`config.mk`:
```
export PLATFORM = sky130hd
export DESIGN_NAME = gain_fold_wrap_distortion_core
export DESIGN_NICKNAME = d
export VERILOG_FILES = /design/src/rtl/gfwd_pkg.sv /design/src/rtl/gain_fold_wrap_distortion_core.sv
export SDC_FILE = /design/constraint.sdc
export NUM_CORES = 1
export LEC_CHECK = 0
export BUFFER_PORTS_ARGS = -buffer_cell sky130_fd_sc_hd__buf_2
export CAP_MARGIN = 20
export CORE_UTILIZATION = 45
export DETAILED_ROUTE_END_ITERATION = 7
export PLACE_DENSITY = 0.69
export SKIP_CTS_REPAIR_TIMING = 1
export SYNTH_ARGS = -nofsm -noshare
export SYNTH_HDL_FRONTEND = slang
export SYNTH_SLANG_ARGS = --single-unit
```
`constraint.sdc`:
```
create_clock -name clk -period 19.45 [get_ports clk]
set_input_delay 2.9175 -clock clk [delete_from_list [all_inputs] [get_ports clk]]
set_output_delay 2.9175 -clock clk [all_outputs]
set_load 0.005 [all_outputs]
```
`src/rtl/gfwd_pkg.sv`:
```
`timescale 1ns / 1ps
// shared constants and types for the gain fold/wrap distortion core
package gfwd_pkg;

    localparam int SAMPLE_BITS_DEF   = 16;
    localparam int GAIN_INT_BITS_DEF = 5;
    localparam int CFG_INDEX_BITS    = 2;

    typedef enum logic [CFG_INDEX_BITS-1:0] {
        CFG_GAIN_MIN,
        CFG_GAIN_MAX,
        CFG_WRAP_START,
        CFG_WET
    } cfg_index_t;

    typedef enum logic [2:0] {
        ST_IDLE,
        ST_MUL_GAIN,
        ST_GAIN,
        ST_MUL_Y,
        ST_RANGE,
        ST_MUL_WET,
        ST_MUL_DRY,
        ST_MIX
    } state_t;

endpackage

```
`src/rtl/gain_fold_wrap_distortion_core.sv`:
```
`timescale 1ns / 1ps
// gain fold/wrap distortion core: sequencer around one shared multiplier
//
// Input channel s_*: one word per audio sample, carrying sample_in and
// modulation in s_tdata and the mode toggle flag in s_tuser. Output channel
// m_*: one word per input word, the mixed sample in m_tdata.
// The configuration port writes gain_min, gain_max, wrap_mode_at_start and
// wet_fraction by index; writing wrap_mode_at_start also sets the current mode.
//
// Each accepted word steps through MUL_GAIN, GAIN, MUL_Y, RANGE, MUL_WET,
// MUL_DRY and MIX before m_tvalid rises. The single multiplier is used four
// times per word (gain slope, sample times gain, wet and dry mix terms),
// with a gain add and a range step between them and a final sum step after.
// s_tready is high only while the sequencer is idle.
// The result sits in an output register, so a new word is taken while the
// previous result still waits; if the receiver stalls, the next result
// holds in the last step until the output register frees up.
// Reset clears the sequencer and output valid, loads gain 1.0 / 2.0, fold
// mode and a wet fraction of zero.
module gain_fold_wrap_distortion_core #(
    parameter int SAMPLE_BITS   = gfwd_pkg::SAMPLE_BITS_DEF,
    parameter int GAIN_INT_BITS = gfwd_pkg::GAIN_INT_BITS_DEF
) (
    input  logic                                   clk,
    input  logic                                   rst_n,
    input  logic                                   s_tvalid,
    output logic                                   s_tready,
    // sample_in, modulation
    input  logic [((2*SAMPLE_BITS+7)/8)*8-1:0]     s_tdata,
    // mode_toggle
    input  logic                                   s_tuser,
    output logic                                   m_tvalid,
    input  logic                                   m_tready,
    // sample_out
    output logic [((SAMPLE_BITS+7)/8)*8-1:0]       m_tdata,
    input  logic                                   cfg_wr_en,
    input  logic [gfwd_pkg::CFG_INDEX_BITS-1:0]    cfg_index,
    input  logic [SAMPLE_BITS-1:0]                 cfg_data
);

    localparam int S      = SAMPLE_BITS;
    localparam int FRAC_S = S - 1;
    localparam int FRAC_G = S - GAIN_INT_BITS;
    localparam int K      = FRAC_S + FRAC_G;
    localparam int MW     = S + 1;
    localparam int PW     = 2 * MW;
    localparam int YW     = 2 * S + 1;
    localparam int OUT_W  = ((S + 7) / 8) * 8;

    localparam logic [S-1:0]           GAIN_MIN_RST = S'(1) << FRAC_G;
    localparam logic [S-1:0]           GAIN_MAX_RST = S'(1) << (FRAC_G + 1);
    localparam logic signed [MW-1:0]   WET_ONE      = MW'(1) << FRAC_S;
    localparam logic signed [YW-1:0]   ONE_Y        = YW'(1) << K;
    localparam logic signed [YW-1:0]   MASK_1       = ONE_Y - YW'(1);
    localparam logic signed [YW-1:0]   MASK_4       = (ONE_Y <<< 2) - YW'(1);
    localparam logic signed [PW:0]     MIX_HI       = ((PW+1)'(1) << FRAC_S) - (PW+1)'(1);
    localparam logic signed [PW:0]     MIX_LO       = -((PW+1)'(1) << FRAC_S);

    gfwd_pkg::state_t state_reg, state_next;

    // configuration and mode
    logic signed [S-1:0] gain_min_reg, gain_min_next;
    logic signed [S-1:0] gain_max_reg, gain_max_next;
    logic [S-1:0]        wet_reg, wet_next;
    logic                wrap_mode_reg, wrap_mode_next;
    logic                out_valid_reg, out_valid_next;

    // payload
    logic signed [S-1:0]  samp_reg, samp_next;
    logic [S-1:0]         am_reg, am_next;
    logic signed [MW-1:0] diff_reg, diff_next;
    logic signed [MW-1:0] wet_eff_reg, wet_eff_next;
    logic signed [MW-1:0] dry_w_reg, dry_w_next;
    logic signed [MW-1:0] gain_reg, gain_next;
    logic signed [MW-1:0] r_reg, r_next;
    logic signed [PW-1:0] prod_reg, prod_next;
    logic signed [PW-1:0] acc_reg, acc_next;
    logic [S-1:0]         out_reg, out_next;

    logic                 in_accept;
    logic                 mix_go;
    logic signed [MW-1:0] mul_a, mul_b;
    logic signed [PW-1:0] mul_p;

    logic signed [S-1:0]  in_samp, in_mod;
    logic signed [MW-1:0] in_wet;
    logic signed [PW-1:0] gain_q;
    logic signed [YW-1:0] y, rng_hi, rng_lo, fold_m, fold_v, rng_v, rng_sh;
    logic signed [PW:0]   mix_sum, mix_sh;

    assign in_accept = s_tvalid && s_tready;
    assign mix_go    = !out_valid_reg || m_tready;
    assign in_samp   = s_tdata[S-1:0];
    assign in_mod    = s_tdata[2*S-1:S];

    // ---------------- sequencer ----------------
    always_comb
    begin
        state_next = state_reg;
        case (state_reg)
            gfwd_pkg::ST_IDLE:     if (in_accept) state_next = gfwd_pkg::ST_MUL_GAIN;
            gfwd_pkg::ST_MUL_GAIN: state_next = gfwd_pkg::ST_GAIN;
            gfwd_pkg::ST_GAIN:     state_next = gfwd_pkg::ST_MUL_Y;
            gfwd_pkg::ST_MUL_Y:    state_next = gfwd_pkg::ST_RANGE;
            gfwd_pkg::ST_RANGE:    state_next = gfwd_pkg::ST_MUL_WET;
            gfwd_pkg::ST_MUL_WET:  state_next = gfwd_pkg::ST_MUL_DRY;
            gfwd_pkg::ST_MUL_DRY:  state_next = gfwd_pkg::ST_MIX;
            gfwd_pkg::ST_MIX:      if (mix_go) state_next = gfwd_pkg::ST_IDLE;
            default:               state_next = gfwd_pkg::ST_IDLE;
        endcase
    end

    // sequencer outputs: handshake and multiplier operand select
    always_comb
    begin
        s_tready = 1'b0;
        mul_a    = '0;
        mul_b    = '0;
        case (state_reg)
            gfwd_pkg::ST_IDLE:     s_tready = 1'b1;
            gfwd_pkg::ST_MUL_GAIN:
            begin
                mul_a = diff_reg;
                mul_b = {1'b0, am_reg};
            end
            gfwd_pkg::ST_MUL_Y:
            begin
                mul_a = {samp_reg[S-1], samp_reg};
                mul_b = gain_reg;
            end
            gfwd_pkg::ST_MUL_WET:
            begin
                mul_a = wet_eff_reg;
                mul_b = r_reg;
            end
            gfwd_pkg::ST_MUL_DRY:
            begin
                mul_a = dry_w_reg;
                mul_b = {samp_reg[S-1], samp_reg};
            end
            default:
            begin
                s_tready = 1'b0;
            end
        endcase
    end

    assign mul_p = mul_a * mul_b;

    // ---------------- datapath ----------------
    // gain slope is floored by 2^S: half the difference times |mod| in Q1.15
    assign gain_q = prod_reg >>> S;

    // range step on the exact product
    assign y      = prod_reg[YW-1:0];
    assign rng_hi = ((y - ONE_Y - YW'(1)) & MASK_1) + YW'(1);
    assign rng_lo = -(((~y - ONE_Y) & MASK_1) + YW'(1));
    assign fold_m = (y + ONE_Y) & MASK_4;
    assign fold_v = (fold_m <= (ONE_Y <<< 1)) ? (fold_m - ONE_Y)
                                              : ((ONE_Y <<< 1) + ONE_Y - fold_m);

    always_comb
    begin
        if (y <= ONE_Y && y >= -ONE_Y)
            rng_v = y;
        else if (!wrap_mode_reg)
            rng_v = fold_v;
        else if (y > ONE_Y)
            rng_v = rng_hi;
        else
            rng_v = rng_lo;
    end

    assign rng_sh  = rng_v >>> FRAC_G;
    assign mix_sum = {acc_reg[PW-1], acc_reg} + {prod_reg[PW-1], prod_reg};
    assign mix_sh  = mix_sum >>> FRAC_S;
    assign in_wet  = {1'b0, wet_reg};

    always_comb
    begin
        gain_min_next  = gain_min_reg;
        gain_max_next  = gain_max_reg;
        wet_next       = wet_reg;
        wrap_mode_next = wrap_mode_reg;
        out_valid_next = out_valid_reg && !m_tready;

        samp_next    = samp_reg;
        am_next      = am_reg;
        diff_next    = diff_reg;
        wet_eff_next = wet_eff_reg;
        dry_w_next   = dry_w_reg;
        gain_next    = gain_reg;
        r_next       = r_reg;
        prod_next    = prod_reg;
        acc_next     = acc_reg;
        out_next     = out_reg;

        if (cfg_wr_en)
        begin
            case (gfwd_pkg::cfg_index_t'(cfg_index))
                gfwd_pkg::CFG_GAIN_MIN:   gain_min_next  = cfg_data;
                gfwd_pkg::CFG_GAIN_MAX:   gain_max_next  = cfg_data;
                gfwd_pkg::CFG_WRAP_START: wrap_mode_next = cfg_data[0];
                gfwd_pkg::CFG_WET:        wet_next       = cfg_data;
                default:                  wet_next       = wet_reg;
            endcase
        end

        case (state_reg)
            gfwd_pkg::ST_IDLE:
            begin
                if (in_accept)
                begin
                    wrap_mode_next = wrap_mode_reg ^ s_tuser;
                    samp_next      = in_samp;
                    // |-full scale| wraps to the unsigned value of 1.0
                    am_next        = in_mod[S-1] ? (~in_mod + S'(1)) : in_mod;
                    diff_next      = {gain_max_reg[S-1], gain_max_reg}
                                   - {gain_min_reg[S-1], gain_min_reg};
                    wet_eff_next   = (in_wet > WET_ONE) ? WET_ONE : in_wet;
                    dry_w_next     = WET_ONE - ((in_wet > WET_ONE) ? WET_ONE : in_wet);
                end
            end
            gfwd_pkg::ST_MUL_GAIN,
            gfwd_pkg::ST_MUL_Y,
            gfwd_pkg::ST_MUL_WET:
            begin
                prod_next = mul_p;
            end
            gfwd_pkg::ST_GAIN:
            begin
                gain_next = {gain_min_reg[S-1], gain_min_reg} + gain_q[MW-1:0];
            end
            gfwd_pkg::ST_RANGE:
            begin
                r_next = rng_sh[MW-1:0];
            end
            gfwd_pkg::ST_MUL_DRY:
            begin
                acc_next  = prod_reg;
                prod_next = mul_p;
            end
            gfwd_pkg::ST_MIX:
            begin
                if (mix_go)
                begin
                    out_valid_next = 1'b1;
                    if (mix_sh > MIX_HI)
                        out_next = MIX_HI[S-1:0];
                    else if (mix_sh < MIX_LO)
                        out_next = MIX_LO[S-1:0];
                    else
                        out_next = mix_sh[S-1:0];
                end
            end
            default:
            begin
                out_next = out_reg;
            end
        endcase
    end

    always_ff @(posedge clk or negedge rst_n)
    begin
        if (!rst_n)
        begin
            state_reg     <= gfwd_pkg::ST_IDLE;
            gain_min_reg  <= GAIN_MIN_RST;
            gain_max_reg  <= GAIN_MAX_RST;
            wet_reg       <= '0;
            wrap_mode_reg <= 1'b0;
            out_valid_reg <= 1'b0;
        end
        else
        begin
            state_reg     <= state_next;
            gain_min_reg  <= gain_min_next;
            gain_max_reg  <= gain_max_next;
            wet_reg       <= wet_next;
            wrap_mode_reg <= wrap_mode_next;
            out_valid_reg <= out_valid_next;
        end
    end

    always_ff @(posedge clk)
    begin
        samp_reg    <= samp_next;
        am_reg      <= am_next;
        diff_reg    <= diff_next;
        wet_eff_reg <= wet_eff_next;
        dry_w_reg   <= dry_w_next;
        gain_reg    <= gain_next;
        r_reg       <= r_next;
        prod_reg    <= prod_next;
        acc_reg     <= acc_next;
        out_reg     <= out_next;
    end

    assign m_tvalid = out_valid_reg;
    assign m_tdata  = OUT_W'(out_reg);

endmodule

```
==> After elaboration in Yosys (flattened, before gate mapping) <==
Index checks and enable logic that the tools add are counted.
{ "totals": {"word_cells": 88, "reg_bits": 254, "out_inout_bits": 18} }
{ "classes": {"add_sub_neg": 14, "bitwise_logic": 3, "muxes": 19, "n_lt_le_gt_ge": 7, "reduce_logical": 15, "multipliers": 1, "n_eq_ne": 12} }
{ "ops": {"columns": ["operator", "n"], "rows": [
  ["$pmux W17 S4", 2],
  ["$mux W28", 4],
  ["$add A26 B1 Y27 const B", 2],
  ["$sub A26 B1 Y26 const B", 2],
  ["$add A34 B34 Y35", 1],
  ["$mul A17 B17 Y34", 1],
  ["$ge A33 B27 Y1 const B", 1],
  ["$gt A33 B28 Y1 const B", 1],
  ["$le A33 B28 Y1 const B", 1],
  ["$mux W16", 2],
  ["$add A28 B28 Y28 const B", 1],
  ["$le A28 B28 Y1 const B", 1],
  ["$neg A27 Y28", 1],
  ["$sub A28 B27 Y28 const B", 1],
  ["$sub A28 B28 Y28 const A", 1],
  ["$not A26 Y26", 1],
  ["$sub A26 B2 Y26 const B", 1],
  ["$pmux W3 S8", 1],
  ["$gt A20 B16 Y1 const B", 1],
  ["$lt A20 B16 Y1 const B", 1],
  ["$add A17 B17 Y17", 1],
  ["$sub A16 B16 Y17", 1],
  ["$sub A16 B16 Y17 const A", 1],
  ["$add A16 B2 Y16 const B", 1],
  ["other kinds (19)", 40]
]} }

==> Logic depth before layout (Yosys ltp) <==
Gate-level depths: netlist (run 1).
{ "depth": {"ltp_word": 7, "mapped_depth": 31, "depth_no_buf": 29} }

==> Worst setup path after synthesis (run 1) <==
No wires, ideal clock.
{ "synth_path": {"kind": "reg-to-reg", "start": "register state_reg[0]", "end": "register prod_reg[32], data pin", "synth_period_minus_slack_ns": 8.576, "path_slack_ns": 10.874, "path_stages_with_launch": 31, "path_buffers": 3, "t_arrival_ns": 8.320, "path_cell_list": "dfrtp_1 -> inv_1 -> ha_1 -> and2_1 -> clkbuf_1 -> buf_1 -> a22oi_1 -> nand2_1 -> clkbuf_1 -> nand2_1 -> fa_1 -> inv_1 -> fa_1 -> inv_1 -> fa_1 -> inv_1 -> fa_1 -> fa_1 -> inv_1 -> fa_1 -> inv_1 -> ha_1 -> a21o_1 -> a21o_1 -> a21o_1 -> a21o_1 -> a21oi_1 -> o32ai_1 -> a31o_2 -> a2111o_1 -> o211a_1"} }
{ "synth_via": {"elab_chain_cells": 3, "elab_cells_between_ends": 7, "cone_classes": "1 x mul; 4 x eq/ne; 2 x mux"} }
{ "synth_rtl": {"columns": ["element", "line", "source"], "rows": [
  ["start: declaration", "gain_fold_wrap_distortion_core.sv:59", "gfwd_pkg::state_t state_reg, state_next;"],
  ["start signal: assignment", "gain_fold_wrap_distortion_core.sv:267", "state_reg <= gfwd_pkg::ST_IDLE;"],
  ["start signal: assignment", "gain_fold_wrap_distortion_core.sv:276", "state_reg <= state_next;"],
  ["$eq A3 B3 Y1 (tied with other cells)", "gain_fold_wrap_distortion_core.sv:119", "case (state_reg)"],
  ["$pmux W17 S4", "gain_fold_wrap_distortion_core.sv:119", null],
  ["$mul A17 B17 Y34 (*)", "gain_fold_wrap_distortion_core.sv:148", "assign mul_p = mul_a * mul_b;"],
  ["via mul_p[32]", "gain_fold_wrap_distortion_core.sv:83", "logic signed [PW-1:0] mul_p;"],
  ["end signal: assignment", "gain_fold_wrap_distortion_core.sv:294", "prod_reg <= prod_next;"],
  ["end: declaration", "gain_fold_wrap_distortion_core.sv:76", "logic signed [PW-1:0] prod_reg, prod_next;"]
]} }
Mark *: on every way through the listed nets, which the timed path passes. The rest lies on a longest branch.
A chain may end at the register's enable or synchronous reset.

==> Worst setup path in the final report (run 1) <==
{ "layout_path": {"start": "register state_reg[1]", "end": "register prod_reg[32], data pin"} }
The elaborated chain is that of the path after synthesis.

==> results of run 1 <==
-- area by class of cell --
cell class	count	area (sq um)
Fill cell	4781	27030
Multi-Input combinational cell	1715	15660
Sequential cell	252	7305
Inverter	394	1479
Tap cell	696	870.8
Timing Repair Buffer	114	693.2
Clock buffer	31	690.7
Clock inverter	19	193.9
-- cells in the mapped netlist, types with 20 or more instances --
library cell / instances
nand3_1: 29
dfrtp_1: 51
ha_1: 160
or3_1: 23
mux2_2: 42
nor3_1: 44
nor2_1: 261
xor2_1: 20
xnor2_1: 91
nand2_1: 166
a221o_1: 21
fa_1: 298
a21o_1: 47
edfxtp_1: 199
a221oi_1: 27
a22o_1: 23
clkbuf_1: 62
nor2b_1: 30
inv_1: 394
nand2b_1: 28
or2_2: 30
a21oi_1: 68
o21ai_0: 69
-- layer usage --
layer | routed length [um] | global-route usage [%]
met5 | 0 | 0
met1 | 28420 | 34.46
met4 | 1923 | 7.150
met3 | 5241 | 4.201
met2 | 31800 | 40.42
-- through the flow --
stage / utilization (%) / cell area (sq um) / hold slack [ns]
2_1_floorplan: - / 24650 / 0.4334
3_3_place_gp: 48.16 / 25970 / 0.4942
3_5_place_dp: 48.16 / 25970 / 0.4994
4_1_cts: 49.80 / 26850 / 0.5148
5_1_grt: 49.87 / 26890 / 0.5212
6_report: 49.87 / 26890 / 0.5114
-- logic make-up after synthesis --
group / Yosys count / share of synthesized area [%]
muxes: 44 / 2.000
buffers and inverters: 465 / 7.087
xor gates and xnor gates: 111 / 3.945
AOI/OAI and AO/OA: 398 / 11.42
DFF: 252 / 29.64
adders and majority gates: 459 / 32.37
and+or+nand+nor: 703 / 13.54
-- critical path: cells and delay by family (launching register included) --
family                     cells  cell delay [ns]
adders and majority gates      7             3.90
and+or+nand+nor                4             1.76
AOI/OAI and AO/OA              9             1.75
buffers and inverters          7             1.01
DFF                            1             0.41
-- final timing paths --
kind | endpoint | startpoint | depth (start not counted) | slack (ns)
min in group asynchronous | wet_reg[14]$_DFFE_PN0P_ | rst_n | 2 | 2.48
hold / removal | gain_max_reg[11]$_DFFE_PN0P_ | gain_max_reg[11]$_DFFE_PN0P_ | 1 | 0.51
max in group asynchronous | gain_min_reg[7]$_DFFE_PN0P_ | rst_n | 2 | 16.48
hold reg to reg | gain_max_reg[11]$_DFFE_PN0P_ | gain_max_reg[11]$_DFFE_PN0P_ | 1 | 0.51
setup reg to reg | prod_reg[32]$_DFFE_PN_ | state_reg[1]$_DFFE_PN0P_ | 27 | 10.35
setup / recovery | prod_reg[32]$_DFFE_PN_ | state_reg[1]$_DFFE_PN0P_ | 27 | 10.35
==> impl_metrics.py, run 1 <==
metrics = {
    "routing": {
        "firstDrtPassIters": 6,
        "post-route-drc-count": 0,
        "via_per_inst": 5.741,
        "wl_um": 67390,
        "vias": 18491,
        "drtIter0Drc": 1983,
        "ant_nets": 0,
        "wl_per_cell_um": 20.92,
    },
    "floorplanning": {
        "start_util_pct": 45.71,
        "die_area_sq_um": 55710,
        "die_y_um": 236.0,
        "core_area_sq_um": 53920,
        "die_x_um": 236.0,
        "rows": 85,
        "io_pins": 74,
    },
    "logic_synthesis": {
        "synth_edf_count": 199,
        "yosysSeqAreaShare_pct": 29.64,
        "syn_area_sq_um": 24650,
        "synth_area_leaders": "edfxtp_1 (24%), fa_1 (24%), ha_1 (8.1%), inv_1 (6.0%), dfrtp_1 (5.2%)",
        "netlist_instances": 2432,
        "synth_nets": 2946,
        "synth_top_flop_cell": "edfxtp_1",
        "ys.warnings.count": 0,
        "postSynth.asyncResetShare_pct": 21.03,
        "ys_ff_latch": 252,
        "yosysTopAreaCell": "edfxtp_1",
        "synth_cell_types": 73,
        "syn_area_per_cell_sq_um": 10.13,
        "synth_top_area_share_pct": 24.25,
    },
    "cells_and_area": {
        "antenna_cells": 0,
        "syn_to_final_growth_pct": 9.102,
        "fin_cells": 3221,
        "layout_commonest_cell": "inv_1",
        "finalNetCount": 3018,
        "final_cell_mix": "inv_1 (394), fa_1 (298), nor2_1 (261)",
        "drive_gt1_share_pct": 9.941,
    },
    "placed_design": {
        "globalplace.congestion": 0.9400,
        "dp_slack_ns": 10.44,
        "port_buffers": 73,
        "placed_cells": 3169,
        "dp_hpwl_um": 53540,
    },
    "clocking": {
        "clock-root-buffer": "clkbuf_16",
        "htreeDepth": 1,
        "cts.path.max_buffers": 3,
        "cts_tree": "yes",
        "clock_sinks": 252,
        "clock_latency_ns": 0.57,
        "clkTransAtPathRegs_ns": 0.06,
        "cts-buffers-inserted": 27,
    },
    "worst_setup_path": {
        "crit_arrival_ns": 9.43,
        "crit_path_end_kind": "flip-flop",
        "cp_max_fo": 23,
        "crit_top_cell": "inv_1",
        "required_ns": 19.78,
        "slowest_delay_ns": 1.15,
        "cp_slowest_cell": "fa_1",
        "start_kind": "flip-flop",
        "criticalPathCategory": "reg2reg",
    },
    "timing": {
        "fmax_mhz": 109.9,
        "rsz0062_at_grt": "no",
        "finalSetupViolations": 0,
        "tightest_slew_ns": 1.313,
        "relSlewSlack_pct": 12.49,
        "final.setup.tns_ns": 0,
        "setup_ws_ns": 10.35,
        "finalHoldViolCount": 0,
        "slew_viol_final": 0,
        "min_period_over_period_pct": 46.78,
        "min_period_ns": 9.098,
        "fin_skew_ns": 0.01830,
    },
    "outcome": {
        "status": "complete, no violations",
    },
    "grt": {
        "grt_pass1_wl_um": 108300,
        "grt_antenna_before_repair": 0,
        "grt_overflow": 0,
        "grt_max_degree": 82,
        "grt_pass1_vias": 19146,
        "grt_usage_pct": 24.96,
    },
    "min_path": {
        "holdCritPathClass": "reg2reg",
    },
    "flow_run": {
        "maxCapViolCount": 0,
    },
}
Power of run 1 is not shown: default switching activity piles up to over one toggle a cycle in this logic, so the estimate is an artifact.
==> run 2: changes to the inputs <==
Clock period 19.45 ns to 9 ns, I/O delays scaled along.
==> impl_metrics.py, run 2 (synthesis results as in run 1) <==
metrics = {
    "min_path": {
        "holdCritPathClass": "reg2reg",
        "min_to": "gain_max_reg[9]$_DFFE_PN0P_",
        "min_from": "gain_max_reg[9]$_DFFE_PN0P_",
        "holdPathStages": 1,
    },
    "worst_setup_path": {
        "crit_top_cell": "fa_1",
        "ff2ff_setup_slack_ns": 0.45,
        "crit_chain": "ha_1, nor2b_4, nand2_1, and2_1, or2_2, fa_1, inv_1, fa_1, fa_1, fa_1, fa_1, inv_1, fa_1, inv_1, ha_1, nand2_1, nor3_1, o21a_1, o21a_1, nor2b_1, o311ai_0",
        "reg2reg_to": "prod_reg[31]$_DFFE_PN_",
        "crit_path_end_kind": "flip-flop",
        "cp_slowest_cell": "nor2b_4",
        "r2r_cells": 21,
        "start_kind": "flip-flop",
        "r2r-start": "state_reg[1]$_DFFE_PN0P_",
        "crit_arrival_ns": 8.88,
        "required_ns": 9.33,
        "cp_max_fo": 47,
        "criticalPathCategory": "reg2reg",
        "slowest_delay_ns": 0.93,
    },
    "floorplanning": {
        "core_area_sq_um": 53920,
        "io_pins": 74,
        "rows": 85,
        "die_y_um": 236.0,
        "die_area_sq_um": 55710,
        "start_util_pct": 45.71,
        "die_x_um": 236.0,
    },
    "clocking": {
        "cts_tree": "yes",
        "clock-root-buffer": "clkbuf_16",
        "htreeDepth": 1,
        "clock_sinks": 252,
        "clkTransAtPathRegs_ns": 0.06,
        "cts-buffers-inserted": 28,
        "clock_latency_ns": 0.57,
        "cts.path.max_buffers": 3,
    },
    "cells_and_area": {
        "antenna_cells": 0,
        "finalNetCount": 3029,
        "final_cell_mix": "inv_1 (394), fa_1 (298), nor2_1 (261)",
        "multi_input_area_sq_um": 15660,
        "layout_commonest_cell": "inv_1",
        "drive_gt1_share_pct": 10.33,
        "regArea_sq_um": 7305,
        "syn_to_final_growth_pct": 9.453,
        "fill_cells": 4762,
        "final_area_sq_um": 26980,
    },
    "placed_design": {
        "globalplace.congestion": 0.9860,
        "dpl_cell_area_sq_um": 26070,
        "dp_hpwl_um": 54020,
        "port_buffers": 73,
    },
    "timing": {
        "fmax_mhz": 117.0,
        "finalSetupViolations": 0,
        "final.setup.tns_ns": 0,
        "fin_skew_ns": 0.02806,
        "relSlewSlack_pct": 20.47,
        "finalHoldViolCount": 0,
        "min_period_over_period_pct": 94.96,
        "slew_viol_final": 0,
        "min_period_ns": 8.547,
        "rsz0062_at_grt": "no",
        "tightest_slew_ns": 1.193,
    },
    "routing": {
        "firstDrtPassIters": 6,
        "vias": 18557,
        "via_per_inst": 5.742,
        "wl_per_cell_um": 20.96,
        "post-route-drc-count": 0,
        "ant_nets": 0,
        "wl_um": 67760,
        "drtIter0Drc": 1706,
    },
    "grt": {
        "grt_overflow": 0,
        "grt_pass1_wl_um": 107200,
        "grt_pass1_vias": 18935,
        "grt_usage_pct": 24.87,
        "grt_max_degree": 62,
        "grt_antenna_before_repair": 0,
    },
    "outcome": {
        "status": "complete, no violations",
    },
    "flow_run": {
        "maxCapViolCount": 0,
    },
}
-- run 2: area by class of cell --
class | count | area share [%]
Multi-Input combinational cell | 1715 | 58.06
Sequential cell | 252 | 27.08
Inverter | 394 | 5.482
Tap cell | 696 | 3.228
Clock buffer | 40 | 3.029
Timing Repair Buffer | 124 | 2.876
Clock inverter | 11 | 0.2458
-- run 2: critical path, delay by kind of cell (launching register included) --
| family | cells | cell delay, ns |
|---|---|---|
| flops | 1 | 0.39 |
| buf+inv | 3 | 0.18 |
| compound gates | 3 | 0.83 |
| simple gates | 7 | 2.50 |
| fa+ha+maj | 8 | 4.38 |
-- run 2: worst max-delay path by stage --
stage	startpoint	to	slack, ns	cells past startpoint
2_1_floorplan	state_reg[0]$_DFFE_PN0P_	prod_reg[32]$_DFFE_PN_	0.42	30
3_3_place_gp	state_reg[1]$_DFFE_PN0P_	prod_reg[31]$_DFFE_PN_	0.54	22
3_5_place_dp	state_reg[1]$_DFFE_PN0P_	prod_reg[31]$_DFFE_PN_	0.30	23
4_1_cts	state_reg[1]$_DFFE_PN0P_	prod_reg[31]$_DFFE_PN_	0.29	23
5_1_grt	state_reg[1]$_DFFE_PN0P_	prod_reg[31]$_DFFE_PN_	0.03	22
6_report	state_reg[1]$_DFFE_PN0P_	prod_reg[31]$_DFFE_PN_	0.45	21
-- run 2: layer usage --
layer	part of all wire (%)	GRT usage (%)
met4	4.0	8.952
met2	46	39.11
met1	43	35.06
met5	0	0
met3	7.3	3.569
-- run 2: through the flow --
stage	worst slack [ns]	hold slack, ns	util (%)	std cells
3_3_place_gp	0.5450	0.4950	48.29	3178
4_1_cts	0.2949	0.5155	49.98	3230
5_1_grt	0.03296	0.5268	50.03	3232
2_1_floorplan	0.4238	0.4334	-	2432
3_5_place_dp	0.3038	0.5041	48.34	3179
6_report	0.4535	0.5144	50.03	3232
Power of run 2 is left out for the same reason.
